[config.mk]
export PLATFORM = sky130hd
export DESIGN_NAME = fpc_step
export DESIGN_NICKNAME = d
export VERILOG_FILES = /design/src/rtl/core/fpc_pkg.sv /design/src/rtl/core/fpc_step.sv
export SDC_FILE = /design/constraint.sdc
export NUM_CORES = 1
export LEC_CHECK = 0
export BUFFER_PORTS_ARGS = -buffer_cell sky130_fd_sc_hd__buf_4
export CAP_MARGIN = 20
export CORE_MARGIN = 5
export CORE_UTILIZATION = 46
export DETAILED_ROUTE_END_ITERATION = 8
export PLACE_DENSITY = 0.67
export SLEW_MARGIN = 20
export SYNTH_ARGS = -nofsm -noshare
export SYNTH_HDL_FRONTEND = slang
export SYNTH_SLANG_ARGS = --single-unit
export TNS_END_PERCENT = 50
[constraint.sdc]
create_clock -name clock -period 4.4 [get_ports clock]
set_input_delay 0.88 -clock clock [delete_from_list [all_inputs] [get_ports clock]]
set_output_delay 0.88 -clock clock [all_outputs]
set_load 0.01 [all_outputs]
[src/rtl/core/fpc_pkg.sv]
// Shared types and constants for the framed packet checker.
// Depends on nothing; used by every module in rtl/core.
package fpc_pkg;

   // Framing constants.
   localparam logic [7:0] SyncReset = 8'h99;
   localparam logic [7:0] MinLength = 8'd6;

   // Frame parsing phases.
   typedef enum logic [2:0] {
      PH_HUNT    = 3'd0,
      PH_LENGTH  = 3'd1,
      PH_SENDER  = 3'd2,
      PH_MESSAGE = 3'd3,
      PH_PAYLOAD = 3'd4,
      PH_CHECK1  = 3'd5,
      PH_CHECK2  = 3'd6
   } phase_type;

   // Result kinds.
   localparam logic KindPayload = 1'b0;
   localparam logic KindStatus  = 1'b1;

   // Frame status codes.
   typedef enum logic [1:0] {
      ST_OK        = 2'd0,
      ST_BAD_START = 2'd1,
      ST_BAD_CHECK = 2'd2,
      ST_BAD_LEN   = 2'd3
   } status_type;

   // One result item as it travels to the output queue.
   typedef struct packed {
      logic       item_kind;
      logic [7:0] payload_value;
      logic [7:0] payload_index;
      status_type status;
      logic [7:0] source_id;
      logic [7:0] msg_code;
      logic [7:0] frame_length;
   } result_type;

endpackage

[src/rtl/core/fpc_step.sv]
// Frame parser state and the per-byte step that produces at most one result.
// Depends on fpc_pkg for the phase type, status codes and result struct.
module fpc_step (
   input  logic                  clock,
   input  logic                  reset,
   input  logic                  byte_valid,
   input  logic [7:0]            byte_data,
   input  logic [7:0]            sync_value,
   output logic                  result_valid,
   output fpc_pkg::result_type   result
);

   fpc_pkg::phase_type phase_ff, phase_in;
   logic [7:0] position_ff, position_in;
   logic [7:0] length_ff, length_in;
   logic [7:0] sender_ff, sender_in;
   logic [7:0] message_ff, message_in;
   logic [7:0] sum1_ff, sum1_in;
   logic [7:0] sum2_ff, sum2_in;
   logic [7:0] check1_ff, check1_in;

   logic [7:0] acc1;
   logic [7:0] acc2;
   logic [7:0] next_position;
   logic [7:0] payload_count;

   // Running mod-256 Fletcher sums with this byte folded in.
   assign acc1          = sum1_ff + byte_data;
   assign acc2          = sum2_ff + acc1;
   assign next_position = position_ff + 8'd1;
   assign payload_count = length_ff - fpc_pkg::MinLength;

   // Next state.
   always_comb begin
      phase_in    = phase_ff;
      position_in = position_ff;
      length_in   = length_ff;
      sender_in   = sender_ff;
      message_in  = message_ff;
      sum1_in     = sum1_ff;
      sum2_in     = sum2_ff;
      check1_in   = check1_ff;
      if (byte_valid) begin
         unique case (phase_ff)
            fpc_pkg::PH_LENGTH: begin
               sum1_in   = acc1;
               sum2_in   = acc2;
               length_in = byte_data;
               phase_in  = (byte_data < fpc_pkg::MinLength) ? fpc_pkg::PH_HUNT
                                                            : fpc_pkg::PH_SENDER;
            end
            fpc_pkg::PH_SENDER: begin
               sum1_in   = acc1;
               sum2_in   = acc2;
               sender_in = byte_data;
               phase_in  = fpc_pkg::PH_MESSAGE;
            end
            fpc_pkg::PH_MESSAGE: begin
               sum1_in     = acc1;
               sum2_in     = acc2;
               message_in  = byte_data;
               position_in = '0;
               phase_in    = (length_ff == fpc_pkg::MinLength) ? fpc_pkg::PH_CHECK1
                                                               : fpc_pkg::PH_PAYLOAD;
            end
            fpc_pkg::PH_PAYLOAD: begin
               sum1_in     = acc1;
               sum2_in     = acc2;
               position_in = next_position;
               if (next_position >= payload_count) begin
                  phase_in = fpc_pkg::PH_CHECK1;
               end
            end
            fpc_pkg::PH_CHECK1: begin
               check1_in = byte_data;
               phase_in  = fpc_pkg::PH_CHECK2;
            end
            fpc_pkg::PH_CHECK2: begin
               phase_in = fpc_pkg::PH_HUNT;
            end
            default: begin
               phase_in = fpc_pkg::PH_HUNT;
               if (byte_data == sync_value) begin
                  sum1_in     = '0;
                  sum2_in     = '0;
                  length_in   = '0;
                  sender_in   = '0;
                  message_in  = '0;
                  position_in = '0;
                  check1_in   = '0;
                  phase_in    = fpc_pkg::PH_LENGTH;
               end
            end
         endcase
      end
   end

   // Result for this byte.
   always_comb begin
      result_valid         = 1'b0;
      result.item_kind     = fpc_pkg::KindStatus;
      result.payload_value = '0;
      result.payload_index = '0;
      result.status        = fpc_pkg::ST_OK;
      result.source_id     = sender_ff;
      result.msg_code      = message_ff;
      result.frame_length  = length_ff;
      unique case (phase_ff)
         fpc_pkg::PH_LENGTH: begin
            result_valid        = byte_valid && (byte_data < fpc_pkg::MinLength);
            result.status       = fpc_pkg::ST_BAD_LEN;
            result.frame_length = byte_data;
         end
         fpc_pkg::PH_PAYLOAD: begin
            result_valid         = byte_valid;
            result.item_kind     = fpc_pkg::KindPayload;
            result.payload_value = byte_data;
            result.payload_index = position_ff;
         end
         fpc_pkg::PH_CHECK2: begin
            result_valid  = byte_valid;
            result.status = (check1_ff == sum1_ff && byte_data == sum2_ff)
                            ? fpc_pkg::ST_OK : fpc_pkg::ST_BAD_CHECK;
         end
         fpc_pkg::PH_SENDER, fpc_pkg::PH_MESSAGE, fpc_pkg::PH_CHECK1: begin
            result_valid = 1'b0;
         end
         default: begin
            result_valid        = byte_valid && (byte_data != sync_value);
            result.status       = fpc_pkg::ST_BAD_START;
            result.source_id    = '0;
            result.msg_code     = '0;
            result.frame_length = '0;
         end
      endcase
   end

   // State registers.
   always_ff @(posedge clock) begin
      if (reset) begin
         phase_ff    <= fpc_pkg::PH_HUNT;
         position_ff <= '0;
         length_ff   <= '0;
         sender_ff   <= '0;
         message_ff  <= '0;
         sum1_ff     <= '0;
         sum2_ff     <= '0;
         check1_ff   <= '0;
      end else begin
         phase_ff    <= phase_in;
         position_ff <= position_in;
         length_ff   <= length_in;
         sender_ff   <= sender_in;
         message_ff  <= message_in;
         sum1_ff     <= sum1_in;
         sum2_ff     <= sum2_in;
         check1_ff   <= check1_in;
      end
   end

endmodule

# Word level (Yosys, flattened, before mapping)
# Cells that the tools add are included.
[op_classes]
mux = 19
eq_ne = 12
n_lt_le_gt_ge = 2
add_sub_neg = 4
n_reduce_logical = 27
bitwise = 6
[ops]
columns = ["cell", "count"]
rows = [
  ["$pmux 8 s2", 7],
  ["$eq 8x8->1", 3],
  ["$pmux 8 s3", 1],
  ["$reduce_or 5->1", 4],
  ["$pmux 3 s6", 1],
  ["$reduce_and 3->1", 6],
  ["$mux 17", 1],
  ["$add 8x8->8", 2],
  ["$mux 16", 1],
  ["$reduce_or 4->1", 3],
  ["$reduce_bool 2->1", 5],
  ["$eq 3x3->1 const B", 3],
  ["$add 8x1->8 const B", 1],
  ["$eq 8x3->1 const B", 1],
  ["$ge 8x8->1", 1],
  ["$lt 8x3->1 const B", 1],
  ["$mux 8", 1],
  ["$ne 8x8->1", 1],
  ["$sub 8x3->8 const B", 1],
  ["$eq 3x2->1 const B", 2],
  ["$not 1->1", 6],
  ["$pmux 2 s3", 1],
  ["$reduce_or 6->1", 1],
  ["$mux 2", 2],
  ["10 further kinds", 14],
]
[word_totals]
in_bits = 19
elab_cells = 78
register_bits = 59
out_inout_bits = 44

# Depth between registers and ports, before layout
# Gate-level depths: netlist (run 1).
[depth]
depth_word = 4
mapped_depth = 13

# Worst setup path after synthesis (run 1)
# No wires, ideal clock.
[synth_timing]
path_type = "in2reg"
startpoint = "input port byte_data[0]"
endpoint = "register sum2_ff[7]"
path_slack_ns = 1.078
cell_stages = 13
path_buffers = 0
arrival_time_ns = 3.200
path_cell_list = "ha_1 > fa_1 > a21o_1 > a21oi_1 > o21bai_1 > a21oi_1 > xnor2_1 > ha_1 > nor2_1 > nor2_1 > a211oi_1 > nor4bb_1 > a221o_1"
[synth_via]
elab_chain_cells = 3
elab_cells_between_ends = 6
cone_classes = "2 x add/sub; 1 x eq/ne; 1 x mux; 2 x reduce/logical"
[synth_lines]
columns = ["item", "line", "source"]
rows = [
  ["from (decl)", "fpc_step.sv:7", "input logic [7:0] byte_data,"],
  ["$add 8x8->8 or $eq 8x8->1 (tied branches)", "fpc_step.sv:28, fpc_step.sv:83", ""],
  ["$add 8x8->8 or $reduce_bool 2->1 (tied branches)", "n/a", ""],
  ["$pmux 8 s2 or $reduce_and 3->1 (tied branches)", "n/a", ""],
  ["to (signal assigned)", "fpc_step.sv:156", "sum2_ff <= sum2_in;"],
  ["to (decl)", "fpc_step.sv:19", "logic [7:0] sum2_ff, sum2_in;"],
]
# Several ways; a longest one is shown, not always the timed one.
# A chain may end at the register's enable or synchronous reset.

# Final worst setup path (run 1)
# Same ends and word-level chain as after synthesis.

==> flow_metrics.py, run 1 <==
metrics = {
    "placement": {
        "dpl.cell_count": 575,
        "port_buffers": 62,
        "dp_slack_ns": 0.6700,
        "gp_congestion": 0.8352,
        "dp_hpwl_mm": 7.511,
    },
    "synth": {
        "ys_ff_latch": 59,
        "yosys.area.top_type": "dfxtp_1",
        "avgSynthCellArea_um2": 8.860,
        "yosys-top-cells-count": "dfxtp_1, a22o_1, xor2_1",
        "async_reset_ff_share_pct": 0,
        "synth_edf_count": 0,
        "yosys_warnings": 0,
        "synthFlopType": "dfxtp_1",
        "synth_area_leaders": "dfxtp_1, a22o_1, ha_1",
        "synth.distinct_cells": 55,
        "yosysTopAreaCellShare_pct": 31.07,
        "netlist_instances": 429,
        "synth_nets": 475,
        "syn_area_mm2": 0.003801,
        "synth.most_common_cell": "dfxtp_1",
        "yosysSeqAreaShare_pct": 31.07,
    },
    "sta": {
        "fin_crit_sh_pct": 76.92,
        "slew_headroom_pct": 33.89,
        "drv_slew": 0,
        "timing.fmax_mhz": 295.5,
        "finalSetupViolations": 0,
        "rsz0062_at_grt": "false",
        "hold_violations": 0,
        "tns_ns": 0,
        "fin_skew_ns": 0.01207,
        "layout_setup_ws_ns": 1.015,
        "period_needed_ns": 3.385,
        "worst_pin_slew_ns": 0.9841,
    },
    "flow_run": {
        "cap_viol_max_count": 0,
    },
    "route": {
        "wl_per_cell_um": 17.95,
        "drtAntennaViolNets": 0,
        "vias": 3438,
        "drc": 0,
        "drt_pass1_iterations": 4,
        "drt-initial-drc-count": 160,
        "avgViaCountPerCell": 5.817,
        "routed_wl_mm": 10.61,
    },
    "global_route": {
        "grt-ovfl-total": 0,
        "first_global_vias": 3342,
        "grt_max_degree": 35,
        "antenna_found_initial": 0,
        "grt_first_pass_wirelength_mm": 17.34,
        "grt_usage_pct": 21.59,
    },
    "worst_setup_path": {
        "crit_required_ns": 4.64,
        "critPathLaunchType": "input pin",
        "rrSetupSlack_ns": 1.38,
        "worstSetupPathType": "input pin to flop",
        "crit_fanout": 9,
        "cp-end-kind": "flop",
        "arrival_ns": 3.62,
    },
    "floorplan": {
        "start_util_pct": 46.73,
        "die_h_um": 100.9,
        "die_area_mm2": 0.01018,
        "num_io_pins": 63,
        "die_w_um": 100.9,
        "rows": 33,
        "core_mm2": 0.008134,
    },
    "layout": {
        "nFillCells": 732,
        "final_cell_count_no_fill": 591,
        "fin_nets": 527,
        "drive_above_1_share_pct": 20.58,
        "syn_to_final_growth_pct": 19.62,
        "antenna_cells": 0,
    },
    "cts": {
        "cts_root_buffer": "clkbuf_8",
        "htreeDepth": 3,
        "clock-sinks": 59,
        "post_cts_buffers": 0,
        "clk_latency_ns": 0.34,
        "clk_path_buf_depth": 2,
        "cts_hold_buf": 0,
        "clk_pin_slew_ns": 0.08,
        "cts_tree": "built",
        "cts_buffers": 9,
        "ctsResizeCount": 0,
    },
    "pwr": {
        "peakVddDrop_v": 0.0001389,
        "p_int_w": 0.0008891,
        "swShare_pct": 25.28,
        "power.leakage_nw": 2.089,
        "power_frac_comb_pct": 7.6,
        "seqPwrFrac_pct": 44.9,
        "finalPower_w": 0.001190,
        "power.switching_w": 0.0003008,
        "power.clock.fraction_pct": 47.5,
        "power_density_mw_per_mm2": 261.7,
    },
    "worst_hold_path": {
        "min_path_type": "flop to flop",
    },
    "outcome": {
        "outcome": "completed",
    },
}
==> cell type report <==
type | count | area [µm²] | area share, %
clock buffer | 9 | 123.9 | 2.724
inverter | 8 | 30.03 | 0.6604
clock inverter | 7 | 100.1 | 2.201
sequential | 59 | 1181 | 25.98
tap | 105 | 131.4 | 2.889
multi-input combinational | 333 | 2455 | 53.99
timing repair buffer | 70 | 525.5 | 11.56
==> placed cells by master (no fill, tap or decap), types with 9 or more instances in the layout <==
cell type,instances
a22o_1,43
o21ai_0,15
xnor2_1,13
dfxtp_1,59
nand3_1,9
nand2_1,13
xor2_1,33
nor2b_1,17
and3_1,18
ha_1,25
clkbuf_8,9
nor2_1,22
a21oi_1,29
buf_4,70
==> metal layers <==
metal | global-route usage (%) | routed length, µm
met1 | 30.31 | 4981
met2 | 33.47 | 4719
met3 | 4.360 | 775
met4 | 6.339 | 132
met5 | 0 | 0
==> critical path, cell delays in order <==
cell	delay [ns]
buf_4	0.16
ha_1	0.23
fa_1	0.41
a21o_1	0.17
a21oi_1	0.21
o21bai_1	0.09
a21oi_1	0.17
xnor2_1	0.11
ha_1	0.22
nor3_1	0.20
o21ai_0	0.14
a211oi_1	0.29
nor4bb_1	0.09
a221o_1	0.26
==> path summary, 6_finish.rpt <==
kind	startpoint	to	cells past startpoint
min reg2reg	message_ff[1]$_SDFFE_PP0P_	message_ff[1]$_SDFFE_PP0P_	1
max	byte_data[0]	sum2_ff[7]$_SDFFE_PP0P_	14
min	message_ff[1]$_SDFFE_PP0P_	message_ff[1]$_SDFFE_PP0P_	1
max reg2reg	sum1_ff[0]$_SDFFE_PP0P_	sum2_ff[7]$_SDFFE_PP0P_	13
==> state kept, by name (all words and copies together) (netlist names) <==
name,flops
check1_ff,8
length_ff,8
message_ff,8
position_ff,8
sender_ff,8
sum1_ff,8
sum2_ff,8
phase_ff,3
==> power groups by stage <==
stage / combinational [W] / clock, W / sequential [W]
floorplan: 0.0000580 / 0 / 0.000547
global placement: 0.0000881 / 0 / 0.000547
detailed placement: 0.0000900 / 0 / 0.000547
CTS: 0.0000898 / 0.000575 / 0.000534
global route: 0.0000985 / 0.000604 / 0.000534
finish: 0.0000906 / 0.000565 / 0.000534
==> through the flow <==
stage	cell area, µm²	hold WS [ns]	utilization, %
6_report	4547	0.4745	55.90
3_3_place_gp	4317	0.4539	53.07
2_1_floorplan	3801	0.4412	-
5_1_grt	4547	0.4942	55.90
3_5_place_dp	4323	0.4581	53.15
4_1_cts	4547	0.4775	55.90
==> cells by family (layout without fill, tap and decap cells) <==
| logic type | after synthesis | in the layout | share of synthesized area, % |
|---|---|---|---|
| AO/OA/AOI/OAI | 132 | 132 | 24.85 |
| AND/OR/NAND/NOR | 124 | 124 | 18.63 |
| flip-flops | 59 | 59 | 31.07 |
| XOR/XNOR | 46 | 46 | 10.60 |
| buffers and inverters | 37 | 94 | 4.509 |
| adder cells (fa/ha/maj) | 27 | 27 | 9.282 |
| multiplexers | 4 | 4 | 1.053 |
Power figures use the tool's default switching activity.
==> run 2, diff against run 1 <==
--- a/config.mk
+++ b/config.mk
@@ -5,12 +5,13 @@
 export SDC_FILE = /design/constraint.sdc
 export NUM_CORES = 1
 export LEC_CHECK = 0
+export ABC_AREA = 1
 export BUFFER_PORTS_ARGS = -buffer_cell sky130_fd_sc_hd__buf_4
 export CAP_MARGIN = 20
 export CORE_MARGIN = 5
 export CORE_UTILIZATION = 46
 export DETAILED_ROUTE_END_ITERATION = 8
-export PLACE_DENSITY = 0.67
+export PLACE_DENSITY = 0.69
 export SLEW_MARGIN = 20
 export SYNTH_ARGS = -nofsm -noshare
 export SYNTH_HDL_FRONTEND = slang
==> constraint.sdc (replaced) <==
create_clock -name clock -period 2.85 [get_ports clock]
set_input_delay 0.57 -clock clock [delete_from_list [all_inputs] [get_ports clock]]
set_output_delay 0.57 -clock clock [all_outputs]
set_load 0.01 [all_outputs]
==> run 2 against run 1 <==
Against the previous run: first-iteration DRC count rose by 36%; register-to-register slack got worse by 1.1 ns; die area is 4.9% higher; combinational power rose to 6.8 times the previous value; clock-buffer cell count is 2 higher; clock power increased by 38%; largest cell class unchanged; highest routed layer unchanged.
==> flow_metrics.py, run 2 <==
metrics = {
    "worst_hold_path": {
        "min_path_type": "flop to flop",
        "min_path_cells": 2,
        "hp-start": "sender_ff[3]$_SDFFE_PP0P_",
        "worst_hold_path.endpoint": "sender_ff[3]$_SDFFE_PP0P_",
    },
    "synth": {
        "synth_compound_area_share_pct": 14.73,
        "yosys.area_share.simple_pct": 30.68,
        "async_reset_ff_share_pct": 0,
        "yosys_warnings": 0,
        "synth_nets": 651,
        "synthFlopType": "dfxtp_1",
        "synth.most_common_cell": "nand2_1",
        "netlist_instances": 605,
        "synth_area_leaders": "dfxtp_1, nand2_1, ha_1",
        "avgSynthCellArea_um2": 6.626,
        "ys_ff_latch": 59,
        "yosysTopAreaCellShare_pct": 29.46,
        "synthAdderAreaFrac_pct": 8.801,
        "synth.distinct_cells": 38,
        "syn_area_mm2": 0.004009,
        "synthMuxAreaShare_pct": 0,
        "synth_edf_count": 0,
        "yosysSeqAreaShare_pct": 29.46,
        "yosys.area.top_type": "dfxtp_1",
        "synth_xor_area_share_pct": 5.680,
        "synth_top_family_by_area": "simple AND/OR/NAND/NOR gates",
        "yosys-top-cells-count": "nand2_1, inv_1, dfxtp_1",
    },
    "pwr": {
        "power.switching_w": 0.0007797,
        "power_density_mw_per_mm2": 480.6,
        "seqPwrFrac_pct": 39.4,
        "power_frac_comb_pct": 26.7,
        "power.clock.fraction_pct": 33.9,
        "power.leakage_nw": 2.446,
        "finalPower_w": 0.002296,
        "peakVddDrop_v": 0.0003234,
        "p_int_w": 0.001516,
        "swShare_pct": 33.96,
    },
    "worst_setup_path": {
        "reg2regPathDepth": 14,
        "critical_path.top_delay_family": "simple AND/OR/NAND/NOR gates",
        "crit_chain": "inv_2 > nor2_4 > nand2_2 > inv_2 > nor3_4 > nand2_1 > buf_4 > nand2_1 > inv_1 > buf_4",
        "crit_slowest_cell": "dfxtp_1",
        "r2r_end": "sum2_ff[7]$_SDFFE_PP0P_",
        "cp_num_buf_inv": 5,
        "r2r_start": "sum1_ff[0]$_SDFFE_PP0P_",
        "crit_fanout": 16,
        "critPathLaunchType": "flop",
        "cp-end-kind": "output port",
        "crit_required_ns": 2.28,
        "worstSetupPathType": "flop to output port",
        "rrSetupSlack_ns": 0.25,
        "arrival_ns": 2.03,
        "critical-path-max-stage-delay_ns": 0.35,
    },
    "floorplan": {
        "die_h_um": 103.4,
        "start_util_pct": 46.65,
        "core_mm2": 0.008593,
        "die_w_um": 103.4,
        "die_area_mm2": 0.01068,
        "num_io_pins": 63,
        "rows": 34,
    },
    "sta": {
        "fin_skew_ns": 0.008140,
        "whs_ns": 0.4641,
        "slew_headroom_pct": 58.28,
        "hold_violations": 0,
        "tns_ns": 0,
        "finalSetupViolations": 0,
        "period_needed_ns": 2.605,
        "rsz0062_at_grt": "false",
        "timing.fmax_mhz": 383.9,
        "drv_slew": 0,
        "worst_pin_slew_ns": 0.6252,
        "fin_crit_sh_pct": 91.39,
    },
    "route": {
        "drtAntennaViolNets": 0,
        "routed_wl_mm": 11.44,
        "drt-initial-drc-count": 218,
        "vias": 4166,
        "drc": 0,
        "drt_pass1_iterations": 5,
        "avgViaCountPerCell": 5.334,
        "wl_per_cell_um": 14.64,
    },
    "layout": {
        "nFillCells": 871,
        "drive_above_1_share_pct": 16.94,
        "syn_to_final_growth_pct": 19.16,
        "antenna_cells": 0,
        "final_common_cell": "nand2_1",
        "fin_nets": 714,
        "final_cell_mix": "nand2_1, inv_1, buf_4, dfxtp_1, nor2_1",
        "final_util_pct": 55.59,
    },
    "cts": {
        "clk_latency_ns": 0.34,
        "cts_buffers": 9,
        "clk_path_buf_depth": 2,
        "cts_hold_buf": 0,
        "htreeDepth": 3,
        "post_cts_buffers": 0,
        "clk_pin_slew_ns": 0.07,
        "clock-sinks": 59,
        "cts_root_buffer": "clkbuf_8",
        "cts_tree": "built",
    },
    "global_route": {
        "grt_first_pass_wirelength_mm": 18.33,
        "grt-ovfl-total": 0,
        "first_global_vias": 3785,
        "antenna_found_initial": 0,
        "grt_usage_pct": 22.10,
        "grt_max_degree": 58,
    },
    "placement": {
        "gp_congestion": 0.8855,
        "dp_hpwl_mm": 8.606,
        "port_buffers": 62,
    },
    "flow_run": {
        "cap_viol_max_count": 0,
    },
    "outcome": {
        "outcome": "completed",
    },
}
run 2: how the worst max path moves through the flow:
stage | cells past startpoint | start | endpoint
after floorplan | 14 | byte_data[0] | sum2_ff[7]$_SDFFE_PP0P_
after global placement | 15 | byte_data[0] | sum2_ff[7]$_SDFFE_PP0P_
after detailed placement | 15 | byte_data[0] | sum2_ff[7]$_SDFFE_PP0P_
after CTS | 9 | phase_ff[2]$_SDFFE_PP0P_ | result[9]
after global routing | 14 | sum1_ff[0]$_SDFFE_PP0P_ | sum2_ff[7]$_SDFFE_PP0P_
final | 10 | phase_ff[0]$_SDFFE_PP0P_ | result[9]
run 2: power by group through the flow:
stage	Combinational, W	Sequential, W	Clock, W
after global placement	0.000592	0.000920	0
after global routing	0.000690	0.000908	0.000827
after floorplan	0.000435	0.000906	0
after detailed placement	0.000608	0.000922	0
final	0.000613	0.000905	0.000778
after CTS	0.000611	0.000903	0.000791
run 2: layout make-up:
cell class	instances	area [µm²]	area share (%)
clock buffers	11	141.4	2.960
clock inverters	5	52.55	1.100
inverters	92	345.3	7.229
multi-input cells	437	2401	50.26
flip-flops and latches	59	1184	24.78
well taps	108	135.1	2.829
repair buffers	69	518.0	10.84
run 2: repair_timing:
action | CTS | global route
resized for setup | 0 | 2
endpoints found under the hold margin | 0 | 0
setup endpoints to repair | 0 | 16
run 2: cells by family (layout without fill, tap and decap cells):
kind of cell	after synthesis	in the layout
buf+inv	109	177
simple gates	283	283
fa+ha+maj	27	27
flops	59	59
compound gates	101	101
xor+xnor	26	26
run 2: worst reg2reg max path, stage by stage, from the launching register on:
cell	delay (ns)
dfxtp_1	0.34
ha_1	0.21
fa_1	0.43
a31oi_1	0.21
xor2_1	0.16
inv_1	0.07
ha_1	0.29
inv_1	0.04
o21ai_0	0.23
nand3_1	0.10
nand3_1	0.10
inv_1	0.05
nand3_1	0.07
nand3_1	0.07
a21oi_1	0.14
run 2: metal layers:
layer	track usage [%]	routed length (µm)	share of wire (%)
met1	27.27	4795	42
met4	7.869	323	2.8
met2	37.60	5668	50
met5	0	0	0
met3	5.164	650	5.7
run 2: through the flow:
stage | setup WS, ns | cell area [µm²] | cells
after global routing | 0.01774 | 4777 | 781
after floorplan | 0.2165 | 4009 | 605
after detailed placement | -0.1007 | 4581 | 765
after global placement | 0.002472 | 4581 | 765
after CTS | 0.09459 | 4775 | 781
final | 0.2453 | 4777 | 781
==> run 3, diff against run 2 <==
--- a/config.mk
+++ b/config.mk
@@ -5,13 +5,13 @@
 export SDC_FILE = /design/constraint.sdc
 export NUM_CORES = 1
 export LEC_CHECK = 0
-export ABC_AREA = 1
+export ABC_AREA = 0
 export BUFFER_PORTS_ARGS = -buffer_cell sky130_fd_sc_hd__buf_4
 export CAP_MARGIN = 20
 export CORE_MARGIN = 5
 export CORE_UTILIZATION = 46
 export DETAILED_ROUTE_END_ITERATION = 8
-export PLACE_DENSITY = 0.69
+export PLACE_DENSITY = 0.7
 export SLEW_MARGIN = 20
 export SYNTH_ARGS = -nofsm -noshare
 export SYNTH_HDL_FRONTEND = slang
==> run 3 against run 2 <==
Against the previous run: routed wire length is 4.2% lower; design area is 0.86% higher; hold slack better by 0.013 ns; first-iteration DRC count is 39% higher; sequential power is 8.8% lower; clock power is 0.8% higher; worst setup slack worse by 0.17 ns; flip-flop and latch count stayed put; register-to-register slack worse by 0.14 ns; critical path type is now input pin to flop; largest cell class unchanged; largest power group unchanged; highest routed layer unchanged.
==> flow_metrics.py, run 3 (same netlist as run 1, synthesis figures left out) <==
metrics = {
    "placement": {
        "gp_congestion": 0.9002,
        "dp_slack_ns": -0.3484,
        "port_buffers": 62,
        "dp_hpwl_mm": 7.752,
        "dpl.cell_count": 605,
        "place_area_mm2": 0.004548,
    },
    "floorplan": {
        "start_util_pct": 46.73,
        "core_mm2": 0.008134,
        "die_w_um": 100.9,
        "die_area_mm2": 0.01018,
        "num_io_pins": 63,
        "die_h_um": 100.9,
        "rows": 33,
    },
    "global_route": {
        "grt-ovfl-total": 0,
        "grt_first_pass_wirelength_mm": 17.57,
        "grt_max_degree": 32,
        "first_global_vias": 3521,
        "grt_usage_pct": 21.75,
        "antenna_found_initial": 0,
    },
    "cts": {
        "clock-sinks": 59,
        "post_cts_buffers": 0,
        "cts_hold_buf": 0,
        "clk_pin_slew_ns": 0.08,
        "clk_latency_ns": 0.34,
        "cts_buffers": 9,
        "cts_root_buffer": "clkbuf_8",
        "clk_path_buf_depth": 2,
        "cts_tree": "built",
        "htreeDepth": 3,
    },
    "worst_setup_path": {
        "crit_required_ns": 3.09,
        "r2r_start": "sum1_ff[0]$_SDFFE_PP0P_",
        "critical-path-max-stage-delay_ns": 0.34,
        "rrSetupSlack_ns": 0.11,
        "crit_fanout": 3,
        "cp_num_buf_inv": 1,
        "critPathLaunchType": "input pin",
        "worstSetupPathType": "input pin to flop",
        "reg2regPathDepth": 13,
        "crit_slowest_cell": "fa_2",
        "cp-end-kind": "flop",
        "arrival_ns": 3.01,
        "r2r_end": "sum2_ff[7]$_SDFFE_PP0P_",
        "crit_chain": "buf_4 > ha_2 > fa_2 > a21o_1 > a21oi_2 > o21bai_1 > a21oi_2 > xnor2_2 > ha_4 > nor3_2 > nor2_2 > a211oi_2 > nor4bb_2 > a221o_1",
        "cp_common_cell": "a21oi_2",
        "critical_path.top_delay_family": "compound AO/OA/AOI/OAI gates",
    },
    "layout": {
        "drive_above_1_share_pct": 27.91,
        "multi_input_area_mm2": 0.002524,
        "final_common_cell": "buf_4",
        "syn_to_final_growth_pct": 26.76,
        "nFillCells": 711,
        "antenna_cells": 0,
        "fin_nets": 557,
        "final_area_mm2": 0.004818,
        "final_cell_count_no_fill": 621,
        "layout.area.seq_mm2": 0.001182,
        "final_cell_mix": "buf_4, dfxtp_1, a22o_1, xor2_1, a21oi_1",
        "final_util_pct": 59.24,
    },
    "sta": {
        "period_needed_ns": 2.770,
        "fin_crit_sh_pct": 97.21,
        "tns_ns": 0,
        "timing.fmax_mhz": 361.0,
        "layout_setup_ws_ns": 0.07961,
        "hold_violations": 0,
        "slew_headroom_pct": 45.91,
        "drv_slew": 0,
        "worst_pin_slew_ns": 0.8084,
        "finalSetupViolations": 0,
        "fin_skew_ns": 0.01398,
    },
    "route": {
        "avgViaCountPerCell": 5.770,
        "drt_pass1_iterations": 4,
        "routed_wl_mm": 10.95,
        "vias": 3583,
        "wl_per_cell_um": 17.63,
        "drtAntennaViolNets": 0,
        "drc": 0,
        "drt-initial-drc-count": 304,
    },
    "pwr": {
        "power_density_mw_per_mm2": 368.5,
        "peakVddDrop_v": 0.0001945,
        "power.leakage_nw": 2.234,
    },
    "outcome": {
        "outcome": "completed",
    },
    "flow_run": {
        "cap_viol_max_count": 0,
    },
    "worst_hold_path": {
        "min_path_type": "flop to flop",
        "hp-start": "message_ff[0]$_SDFFE_PP0P_",
        "worst_hold_path.endpoint": "message_ff[0]$_SDFFE_PP0P_",
        "min_path_cells": 1,
    },
}
## run 3: cell count changes in the layout (fill, tap and decap cells not counted), moves of 18 or more
cell and change:
and3_1 +18, nand2_1 -142, inv_1 -73, buf_4 +31, a21oi_1 -27, a22o_1 +43, nor2_1 -35, nand3_1 -29
## run 3: report_power, final
| group | switching, W | total (W) | internal, W |
|---|---|---|---|
| Sequential | 0.000000538 | 0.000825 | 0.000824 |
| Combinational | 0.000100 | 0.000167 | 0.0000667 |
| Clock | 0.000377 | 0.000784 | 0.000408 |
| Total | 0.000477 | 0.00178 | 0.00130 |
## run 3: routing by layer
metal  track usage, %  share of wire, %  wire length, µm
met5                0                 0                0
met2            34.89                46             5060
met3            3.945               7.5              820
met1            29.04                44             4854
met4            8.282               2.0              215
## run 3: timing repair
| action | CTS | global route |
|---|---|---|
| hold endpoints to repair | 0 | 0 |
| endpoints found under the setup margin | 1 | 17 |
| pin swaps | 1 | 5 |
| gates resized for setup | 2 | 14 |
## run 3: worst max path at each step
stage,from,to,slack (ns),cells after the start
after global routing,sum1_ff[0]$_SDFFE_PP0P_,sum2_ff[7]$_SDFFE_PP0P_,-0.006,13
final,byte_data[0],sum2_ff[7]$_SDFFE_PP0P_,0.08,14
after global placement,byte_data[0],sum2_ff[7]$_SDFFE_PP0P_,-0.26,14
after detailed placement,byte_data[0],sum2_ff[7]$_SDFFE_PP0P_,-0.35,14
after floorplan,byte_data[0],sum2_ff[7]$_SDFFE_PP0P_,-0.05,13
after CTS,byte_data[0],sum2_ff[7]$_SDFFE_PP0P_,0.005,14
## run 3: area by class of cell
cell class	count	share of cell area (%)
timing repair buffer	100	15.58
tap	105	2.727
clock buffer	9	2.571
multi-input combinational	333	52.38
clock inverter	7	1.584
sequential	59	24.54
inverter	8	0.6232
## run 3: worst register-to-register path: stages, from the launching register on
cell and delay [ns]:
dfxtp_1 0.32, ha_2 0.19, fa_2 0.34, a21o_1 0.18
a21oi_2 0.14, o21bai_1 0.09, a21oi_2 0.18, xnor2_2 0.11
ha_4 0.20, nor3_2 0.23, nor2_2 0.07, a211oi_2 0.25
nor4bb_2 0.08, a221o_1 0.26
## run 3: through the flow
step	hold slack (ns)	power (W)
floorplan	0.4412	0.0009337
global placement	0.4550	0.0009996
detailed placement	0.4552	0.001005
CTS	0.4782	0.001781
global route	0.4850	0.001838
finish	0.4773	0.001776
